### src/rtl/nfr_pkg.sv
package nfr_pkg;

  localparam int DATA_WIDTH_DEF   = 32;
  localparam int REFINE_STEPS_DEF = 3;

  localparam int SH_W   = 6;
  localparam int Z_W    = 64;
  localparam int HALF_W = Z_W / 2;
  localparam int IO_W   = 32;

  localparam logic [SH_W-1:0] SH_RESET = SH_W'(32);

  localparam logic [2:0] TAG_HALVE  = 3'd7;
  localparam logic [2:0] TAG_3Q_LO  = 3'd5;
  localparam logic [2:0] TAG_3Q_HI  = 3'd6;
  localparam int         SMALL_Q    = 3;
  localparam int         TAG_OFFSET = 2;

  typedef struct packed {
    logic div_zero;
    logic out_range;
  } flags_t;

  function automatic logic [Z_W-1:0] asr_one(input logic [Z_W-1:0] x);
    return {x[Z_W-1], x[Z_W-1:1]};
  endfunction

endpackage

### src/rtl/nfr_seed.sv
module nfr_seed #(
  parameter int DATA_WIDTH = nfr_pkg::DATA_WIDTH_DEF
) (
  input  logic                      clk,
  input  logic                      rst,
  input  logic [nfr_pkg::SH_W-1:0]  shift,
  input  logic                      up_valid,
  output logic                      up_ready,
  input  logic [nfr_pkg::IO_W-1:0]  up_divisor,
  output logic                      dn_valid,
  input  logic                      dn_ready,
  output logic [DATA_WIDTH-1:0]     dn_q,
  output logic [nfr_pkg::Z_W-1:0]   dn_z,
  output nfr_pkg::flags_t           dn_flags
);
  import nfr_pkg::*;

  localparam int M_W = $clog2(DATA_WIDTH);

  logic                  v1, v2;
  logic                  en1, en2;
  logic [DATA_WIDTH-1:0] q_in;
  logic [M_W-1:0]        m_in;
  logic [DATA_WIDTH-1:0] q1;
  logic [M_W-1:0]        m1;
  flags_t                f1;
  logic [DATA_WIDTH-1:0] q_top;
  logic [2:0]            tag;
  logic [SH_W-1:0]       k;
  logic [Z_W-1:0]        z_pow;
  logic [Z_W-1:0]        z_half;
  logic [Z_W-1:0]        z_seed;
  logic [DATA_WIDTH-1:0] q2;
  logic [Z_W-1:0]        z2;
  flags_t                f2;

  assign q_in = up_divisor[DATA_WIDTH-1:0];

  always_comb begin
    m_in = '0;
    for (int i = 1; i < DATA_WIDTH; i++) begin
      if (q_in[i]) begin
        m_in = M_W'(i);
      end
    end
  end

  assign en2      = ~v2 | dn_ready;
  assign en1      = ~v1 | en2;
  assign up_ready = en1;

  always_comb begin
    q_top  = q1 >> (m1 - M_W'(TAG_OFFSET));
    tag    = (m1 >= M_W'(TAG_OFFSET)) ? q_top[2:0] : 3'd0;
    k      = shift - SH_W'(m1);
    z_pow  = Z_W'(1) << k;
    z_half = (tag == TAG_HALVE) ? asr_one(z_pow) : z_pow;
    if (tag == TAG_3Q_LO || tag == TAG_3Q_HI || q1 == DATA_WIDTH'(SMALL_Q)) begin
      z_seed = asr_one(z_half | asr_one(z_half));
    end else begin
      z_seed = z_half;
    end
  end

  always_ff @(posedge clk) begin
    if (rst) begin
      v1 <= 1'b0;
      v2 <= 1'b0;
    end else begin
      if (en1) begin
        v1 <= up_valid;
      end
      if (en2) begin
        v2 <= v1;
      end
    end
  end

  always_ff @(posedge clk) begin
    if (en1) begin
      q1           <= q_in;
      m1           <= m_in;
      f1.div_zero  <= (q_in == '0);
      f1.out_range <= (q_in != '0) && (SH_W'(m_in) > shift);
    end
    if (en2) begin
      q2 <= q1;
      z2 <= z_seed;
      f2 <= f1;
    end
  end

  assign dn_valid = v2;
  assign dn_q     = q2;
  assign dn_z     = z2;
  assign dn_flags = f2;

endmodule

### config.mk
export PLATFORM = sky130hd
export DESIGN_NAME = nfr_seed
export DESIGN_NICKNAME = d
export VERILOG_FILES = /design/src/rtl/nfr_pkg.sv /design/src/rtl/nfr_seed.sv
export SDC_FILE = /design/constraint.sdc
export NUM_CORES = 1
export LEC_CHECK = 0
export BUFFER_PORTS_ARGS = -buffer_cell sky130_fd_sc_hd__buf_2
export CORE_ASPECT_RATIO = 1.75
export CORE_MARGIN = 2
export CORE_UTILIZATION = 60
export DETAILED_ROUTE_END_ITERATION = 10
export HOLD_SLACK_MARGIN = 0.08
export PLACE_DENSITY = 0.87
export SETUP_SLACK_MARGIN = 0.5
export SLEW_MARGIN = 40
export SYNTH_ARGS = -nofsm -noshare
export SYNTH_HDL_FRONTEND = slang
export SYNTH_SLANG_ARGS = --single-unit
### constraint.sdc
create_clock -name clk -period 8.34 [get_ports clk]
set_clock_uncertainty 0.2 [all_clocks]
set_input_delay 1.668 -clock clk [delete_from_list [all_inputs] [get_ports clk]]
set_output_delay 1.668 -clock clk [all_outputs]
set_load 0.01 [all_outputs]
==> impl_metrics.sql, run 1 <==
INSERT INTO impl_metrics (metric_group, metric, value, unit) VALUES
('detailed_routing', 'avgViaCountPerCell', '6.31', ''),
('floorplan', 'fp.dieW', '85.7', 'microns'),
('yosys', 'post_synth_num_cell_types', '75', ''),
('yosys', 'yosysMostFrequentCell', 'sky130_fd_sc_hd__edfxtp_1', ''),
('timing', 'max_slew.worst_pin.slew', '0.812', 'ns'),
('detailed_routing', 'route.met2.wl', '9890', 'microns'),
('detailed_routing', 'met3_length', '976', 'microns'),
('cts', 'cts.root.buffer_cell', 'sky130_fd_sc_hd__clkbuf_16', ''),
('cts', 'post-cts-setup-buffers', '0', ''),
('placed_design', 'routabilityCongestion', '0.948', ''),
('critical_path', 'kind_of_launch_point_of_the_worst_setup_path', 'input port', ''),
('timing', 'max_freq', '0.212', 'GHz'),
('placed_design', 'io_buffer_count', '141', ''),
('critical_path', 'worst_ep_required_time', '8.41', 'ns'),
('critical_path', 'cp_cell_sequence', 'buf_2 > ha_1 > nor2b_1 > o21ai_0 > a21boi_0 > o21ai_0 > a21oi_1 > nor2_1 > nand2_1 > or4_1 > o21ai_1', ''),
('detailed_routing', 'final_wirelength', '17100', 'microns'),
('flow_run', 'maxCapViolCount', '0', ''),
('timing', 'setup_viol', '0', ''),
('yosys', 'synth-edff-count', '137', ''),
('yosys', 'synth.top_cells.by_area', 'sky130_fd_sc_hd__edfxtp_1 (59%), sky130_fd_sc_hd__mux4_2 (6.8%), sky130_fd_sc_hd__nor2_1 (3.0%), sky130_fd_sc_hd__ha_1 (2.0%), sky130_fd_sc_hd__nand2_1 (1.7%)', ''),
('critical_path', 'cp.arrival', '4.80', 'ns'),
('hold_path', 'timing.hold.worst_endpoint', 'dn_flags[1]', ''),
('detailed_routing', 'wl_per_cell', '21.1', 'microns'),
('cts', 'ctsHoldBuffers', '0', ''),
('cts', 'cts_tree', 'built', ''),
('grt', 'grt_pass1_wl', '26200', 'microns'),
('hold_path', 'hold_path.class', 'register to register', ''),
('yosys', 'postSynthNetCount', '579', ''),
('critical_path', 'crit_buf_inv', '1', ''),
('critical_path', 'cell_type_with_the_highest_occurrence_count_on_the_critical_path', 'sky130_fd_sc_hd__o21ai_0', ''),
('cts', 'cts_buffers', '17', ''),
('outcome', 'outcome', 'finished clean', ''),
('grt', 'grt.overflow.total', '0', ''),
('timing', 'max_slew_margin', '0.457', ''),
('pwr', 'peakVddDrop', '0.181', 'mV'),
('grt', 'grt_start_max_net_pins', '64', ''),
('critical_path', 'cpMaxStageDelayCell', 'sky130_fd_sc_hd__nor2_1', ''),
('detailed_routing', 'drc_errors', '0', ''),
('detailed_routing', 'num_vias', '5135', ''),
('detailed_routing', 'wirelength_met1', '5410', 'microns'),
('floorplan', 'floorplan.core_area', '0.0115', 'sq mm'),
('timing', 'period_minus_slack', '4.73', 'ns'),
('pwr', 'pwr_density_cell', '226', 'mW/mm^2'),
('finish', 'net_count_final', '720', ''),
('critical_path', 'critPathCaptureType', 'register', ''),
('hold_path', 'min_delay_path_depth', '0', ''),
('finish', 'drive_above_1_share', '0.336', ''),
('yosys', 'synth-seq-area-share', '0.593', ''),
('critical_path', 'r2r_end', 'dn_z[8]', ''),
('yosys', 'ffs_w_async_s_r_synth', '0', ''),
('critical_path', 'worstPathMaxFanout', '13', ''),
('placed_design', 'numPlacedInstances', '782', ''),
('critical_path', 'critPathTopFamily', 'simple AND/OR/NAND/NOR gates', ''),
('yosys', 'post-synth-top-area-fraction', '0.588', ''),
('cts', 'worstSkewPairLatency', '0.42', 'ns'),
('detailed_routing', 'initialDrtViolationCount', '423', ''),
('detailed_routing', 'highest_routing_layer_actually_used', 'met4', ''),
('critical_path', 'timing_worst_setup_path_type', 'input port to register', ''),
('grt', 'grt_util_all_layers', '0.279', ''),
('cts', 'cts.htree.levels', '4', ''),
('yosys', 'synth_cells', '525', ''),
('finish', 'antenna_cells_inserted', '0', ''),
('timing', 'finalSetupTns', '0', 'ns'),
('yosys', 'yosys.area.top_type', 'sky130_fd_sc_hd__edfxtp_1', ''),
('yosys', 'synthTopCellsByCount', 'sky130_fd_sc_hd__edfxtp_1 (137), sky130_fd_sc_hd__nor2_1 (56), sky130_fd_sc_hd__nand2_1 (31)', ''),
('critical_path', 'timing.reg2reg.setup_slack', '3.67', 'ns'),
('placed_design', 'dp.final_hpwl', '12400', 'microns'),
('detailed_routing', 'detail-route-antenna-nets', '0', ''),
('hold_path', 'hold_crit_start', 'f1[1]', ''),
('floorplan', 'initial_utilization', '0.611', ''),
('floorplan', 'fp.dieArea', '0.0126', 'sq mm');
## cell families (layout without fill, tap and decap cells)
group / Yosys count / after routing / share of synthesized area
fa+ha+maj: 13 / 13 / 0.0239
buf+inv: 46 / 200 / 0.0322
xor+xnor: 11 / 11 / 0.0197
compound gates: 101 / 101 / 0.106
mux: 33 / 33 / 0.0920
flops: 139 / 139 / 0.593
simple gates: 182 / 182 / 0.132
## routing by layer
metal,track usage,vias up
met2,0.521,275
met3,0.0399,58
met1,0.275,2464
met4,0.188,0
met5,0,-
li1,-,2338
## registers in the layout, indices dropped and copies added, names as in the netlist
register  flops
dn_flags      2
dn_q         32
dn_valid      1
dn_z         64
f1            2
m1            5
q1           32
v1            1
## stage by stage
step / util / power, mW / instance area [sq um] / hold WS, ns / worst slack (ns)
final: 0.728 / 1.88 / 8340 / 0.222 / 3.61
after global routing: 0.728 / 1.94 / 8340 / 0.238 / 3.32
after CTS: 0.728 / 1.88 / 8340 / 0.224 / 3.67
after detailed placement: 0.680 / 1.19 / 7780 / 0.211 / 3.28
after global placement: 0.678 / 1.17 / 7760 / 0.207 / 3.50
after floorplan: - / 1.08 / 7000 / 0.200 / 3.84
## cell usage in the layout, fill, tap and decap left out, types with 3 or more instances in the layout
master,Yosys,layout
sky130_fd_sc_hd__o21ai_1,6,6
sky130_fd_sc_hd__a21boi_0,3,3
sky130_fd_sc_hd__nand4_1,5,5
sky130_fd_sc_hd__clkinv_4,0,4
sky130_fd_sc_hd__edfxtp_1,137,137
sky130_fd_sc_hd__nor2_1,56,56
sky130_fd_sc_hd__buf_2,3,141
sky130_fd_sc_hd__inv_6,0,5
sky130_fd_sc_hd__nor3b_1,3,3
sky130_fd_sc_hd__mux4_2,21,21
sky130_fd_sc_hd__clkinvlp_4,0,4
sky130_fd_sc_hd__nor2b_1,5,5
sky130_fd_sc_hd__o22ai_1,10,10
sky130_fd_sc_hd__a21oi_1,23,23
sky130_fd_sc_hd__nor3_2,10,10
sky130_fd_sc_hd__o21ai_0,9,9
sky130_fd_sc_hd__inv_1,22,21
sky130_fd_sc_hd__nand3_1,18,18
sky130_fd_sc_hd__clkbuf_16,0,17
sky130_fd_sc_hd__o31ai_1,7,7
sky130_fd_sc_hd__nor3_1,21,21
sky130_fd_sc_hd__buf_4,4,4
sky130_fd_sc_hd__mux2i_1,4,4
sky130_fd_sc_hd__nor4_1,12,12
sky130_fd_sc_hd__or3_1,4,4
sky130_fd_sc_hd__ha_1,11,11
sky130_fd_sc_hd__xnor2_1,5,5
sky130_fd_sc_hd__o32ai_1,3,3
sky130_fd_sc_hd__xnor2_2,3,3
sky130_fd_sc_hd__a211o_1,3,3
sky130_fd_sc_hd__nand2b_1,5,5
sky130_fd_sc_hd__nand2_1,31,31
sky130_fd_sc_hd__o21a_1,4,4
sky130_fd_sc_hd__and2_1,4,4
sky130_fd_sc_hd__mux2_1,3,3
## how the worst max path moves through the flow
stage	from	endpoint	slack, ns	cells after the start
after floorplan	dn_ready	up_ready	3.84	2
after global placement	shift[1]	dn_z[22]	3.50	11
after detailed placement	shift[1]	dn_z[22]	3.28	11
after CTS	m1[1]	dn_z[8]	3.67	12
after global routing	shift[1]	dn_z[22]	3.32	11
final	shift[1]	dn_z[22]	3.61	11
## worst register-to-register path: cells and delay by family, from the launching register on
kind | cells | cell delay, ns
AO/OA/AOI/OAI | 4 | 1.43
adder cells (fa/ha/maj) | 1 | 0.70
buffers and inverters | 2 | 0.43
flip-flops | 1 | 0.63
multiplexers | 2 | 0.56
AND/OR/NAND/NOR | 3 | 0.44
## final cells by class
class | count | area [sq um]
multi-input cells | 340 | 2630
clock buffers | 17 | 425
clock inverters | 15 | 131
fillers | 744 | 3110
well taps | 135 | 169
flip-flops and latches | 139 | 4150
repair buffers | 146 | 747
inverters | 22 | 83.8
## power by group
part           internal (mW)  switching (mW)
sequential             0.821          0.0252
clock                  0.390           0.313
combinational          0.122           0.211
total                   1.33           0.549
Power figures use the tool's default switching activity.
==> inputs of run 2 (changes only) <==
- CORE_UTILIZATION: 60 -> 55
- PLACE_DENSITY: 0.87 -> 0.81
- clock period: 8.34 -> 4.6 ns (I/O delays scaled with it)
==> impl_metrics.sql, run 2 (synthesized netlist as in run 1, its figures left out) <==
INSERT INTO impl_metrics (metric_group, metric, value, unit) VALUES
('critical_path', 'worst_ep_required_time', '4.55', 'ns'),
('hold_path', 'min_delay_path_depth', '0', ''),
('cts', 'cts.root.buffer_cell', 'sky130_fd_sc_hd__clkbuf_16', ''),
('critical_path', 'cp_cell_sequence', 'inv_1 > ha_1 > mux4_2 > o22ai_1 > nor4_2 > o32ai_4 > xor2_4 > o21a_4 > mux2i_4 > a22oi_4 > nor3_1', ''),
('floorplan', 'num_io_pins', '142', ''),
('grt', 'grt_util_all_layers', '0.263', ''),
('critical_path', 'timing.reg2reg.setup_slack', '0.67', 'ns'),
('grt', 'grt.overflow.total', '0', ''),
('outcome', 'outcome', 'finished clean', ''),
('flow_run', 'maxCapViolCount', '0', ''),
('finish', 'highest_count_cells_in_the_layout_ignoring_fill_and_taps', 'sky130_fd_sc_hd__buf_2 (141), sky130_fd_sc_hd__edfxtp_1 (137), sky130_fd_sc_hd__nor2_1 (56), sky130_fd_sc_hd__nand2_1 (31), sky130_fd_sc_hd__a21oi_1 (23)', ''),
('grt', 'grt_pass1_wl', '26700', 'microns'),
('timing', 'report.final.slew_viol_count', '0', ''),
('floorplan', 'fp.dieArea', '0.0137', 'sq mm'),
('critical_path', 'critPathCaptureType', 'register', ''),
('cts', 'worstSkewPairLatency', '0.43', 'ns'),
('detailed_routing', 'num_vias', '5228', ''),
('pwr', 'seqPwrFrac', '0.429', ''),
('critical_path', 'timing.critical_path.slowest_cell_delay', '0.54', 'ns'),
('timing', 'max_slew_margin', '0.518', ''),
('timing', 'grt_setup_unrepaired', 'no', ''),
('critical_path', 'kind_of_launch_point_of_the_worst_setup_path', 'register', ''),
('placed_design', 'preCtsSetupSlack', '0.477', 'ns'),
('grt', 'grt_pass1_vias', '5119', ''),
('timing', 'setup_viol', '0', ''),
('pwr', 'p_leak', '3.50', 'nW'),
('floorplan', 'core_rows', '54', ''),
('critical_path', 'timing_worst_setup_path_type', 'register to register', ''),
('detailed_routing', 'initialDrtViolationCount', '407', ''),
('floorplan', 'initial_utilization', '0.563', ''),
('timing', 'count_of_endpoints_failing_hold_in_the_final_timing_report', '0', ''),
('timing', 'post-route-worst-setup-slack', '0.674', 'ns'),
('timing', 'max_slew.worst_pin.slew', '0.723', 'ns'),
('placed_design', 'dp.final_hpwl', '12600', 'microns'),
('grt', 'grt_antenna_before_repair', '0', ''),
('timing', 'finalSetupTns', '0', 'ns'),
('finish', 'fin_util', '0.686', ''),
('pwr', 'pwr_density_cell', '419', 'mW/mm^2'),
('pwr', 'power_report.internal_total', '2.58', 'mW'),
('pwr', 'netSwitchingPower', '0.986', 'mW'),
('detailed_routing', 'drc_errors', '0', ''),
('cts', 'cts_buffers', '17', ''),
('cts', 'cts.htree.levels', '4', ''),
('critical_path', 'worstPathMaxFanout', '23', ''),
('finish', 'multiInputGateArea', '0.00263', 'sq mm'),
('cts', 'cts_tree', 'built', ''),
('pwr', 'share_comb_of_total_power', '0.174', ''),
('finish', 'net_count_final', '731', ''),
('floorplan', 'floorplan.core_area', '0.0124', 'sq mm'),
('pwr', 'netSwitchingFraction', '0.276', ''),
('finish', 'drive_above_1_share', '0.343', ''),
('timing', 'fin_worst_hold_slack', '0.234', 'ns'),
('placed_design', 'numPlacedInstances', '823', ''),
('placed_design', 'routabilityCongestion', '0.963', ''),
('pwr', 'power_frac_clock', '0.396', ''),
('hold_path', 'hold_crit_start', 'f1[0]', ''),
('cts', 'clk_pin_slew_worst_paths', '0.06', 'ns'),
('finish', 'regArea', '0.00415', 'sq mm'),
('floorplan', 'fp.dieW', '89.3', 'microns'),
('critical_path', 'timing.critical_path.from', 'm1[1]', ''),
('timing', 'period_minus_slack', '3.93', 'ns'),
('critical_path', 'cp.arrival', '3.87', 'ns'),
('finish', 'final_cell_count_no_fill', '857', ''),
('finish', 'layout.cells.most_common', 'sky130_fd_sc_hd__buf_2', ''),
('detailed_routing', 'wl_per_cell', '20.4', 'microns'),
('finish', 'final.fill_count', '921', ''),
('detailed_routing', 'avgViaCountPerCell', '6.10', ''),
('finish', 'area.growth.synth_to_final', '21.8', '%'),
('detailed_routing', 'final_wirelength', '17500', 'microns'),
('floorplan', 'chipHeight', '153', 'microns'),
('critical_path', 'reg2reg_from', 'm1[1]', ''),
('pwr', 'peakVddDrop', '0.294', 'mV'),
('grt', 'grt_start_max_net_pins', '59', ''),
('finish', 'largest_reg_flops', '64', ''),
('critical_path', 'cpMaxStageDelayCell', 'sky130_fd_sc_hd__ha_1', ''),
('detailed_routing', 'detail-route-antenna-nets', '0', ''),
('detailed_routing', 'firstDrtPassIters', '5', ''),
('hold_path', 'hold_path.class', 'register to register', ''),
('critical_path', 'critPathTopFamily', 'compound AO/OA/AOI/OAI gates', ''),
('timing', 'final_period_util', '0.854', ''),
('finish', 'antenna_cells_inserted', '0', ''),
('cts', 'clk_path_buf_depth', '2', ''),
('critical_path', 'crit_cells', '11', ''),
('placed_design', 'io_buffer_count', '141', ''),
('critical_path', 'crit_buf_inv', '1', ''),
('cts', 'clock_sink_count', '139', ''),
('timing', 'max_freq', '0.255', 'GHz'),
('critical_path', 'reg2regPathDepth', '11', ''),
('cts', 'ctsHoldBuffers', '0', '');
[run 2: changes by cell type in the layout (fill, tap and decap cells not counted), sizes merged]
cell,delta
buf,+11
bufinv,+3
clkinv,-4
[run 2: layer usage]
layer | wire, microns | GRT usage
met2 | 10000 | 0.485
met5 | 0 | 0
met4 | 796 | 0.129
met3 | 926 | 0.0491
met1 | 5770 | 0.271
[run 2: repair_timing]
item | 4_1_cts | 5_1_grt
endpoints found under the setup margin | 10 | 6
gates resized for setup | 0 | 1
endpoints found under the hold margin | 0 | 0
setup buffers | 3 | 0
[run 2: stage by stage]
step	power [mW]	instance area, sq um
final	3.57	8530
after global routing	3.68	8530
after CTS	3.57	8510
after detailed placement	2.16	7870
after global placement	2.15	7870
after floorplan	1.97	7000
[run 2: cell type report]
class | instances | share of cell area
Multi-Input combinational cell | 340 | 0.309
Tap cell | 168 | 0.0247
Sequential cell | 139 | 0.487
Inverter | 22 | 0.00983
Timing Repair Buffer | 157 | 0.0983
Clock inverter | 14 | 0.0213
Clock buffer | 17 | 0.0499
[run 2: worst reg2reg max path, stage by stage, from the launching register on]
cell                       delay (ns)
sky130_fd_sc_hd__edfxtp_1        0.36
sky130_fd_sc_hd__inv_1           0.15
sky130_fd_sc_hd__ha_1            0.54
sky130_fd_sc_hd__mux4_2          0.38
sky130_fd_sc_hd__o22ai_1         0.20
sky130_fd_sc_hd__nor4_2          0.09
sky130_fd_sc_hd__o32ai_4         0.34
sky130_fd_sc_hd__xor2_4          0.27
sky130_fd_sc_hd__o21a_4          0.35
sky130_fd_sc_hd__mux2i_4         0.13
sky130_fd_sc_hd__a22oi_4         0.48
sky130_fd_sc_hd__nor3_1          0.15
[run 2: path summary, 6_finish.rpt]
kind	endpoint
max	dn_z[24]
min	dn_flags[0]
max reg2reg	dn_z[24]
min reg2reg	dn_flags[0]
[run 2: power by group through the flow]
stage	logic (mW)	clock network [mW]	registers (mW)
detailed placement	0.603	0	1.56
global placement	0.592	0	1.56
global route	0.668	1.47	1.54
CTS	0.618	1.42	1.53
finish	0.622	1.41	1.53
floorplan	0.378	0	1.59
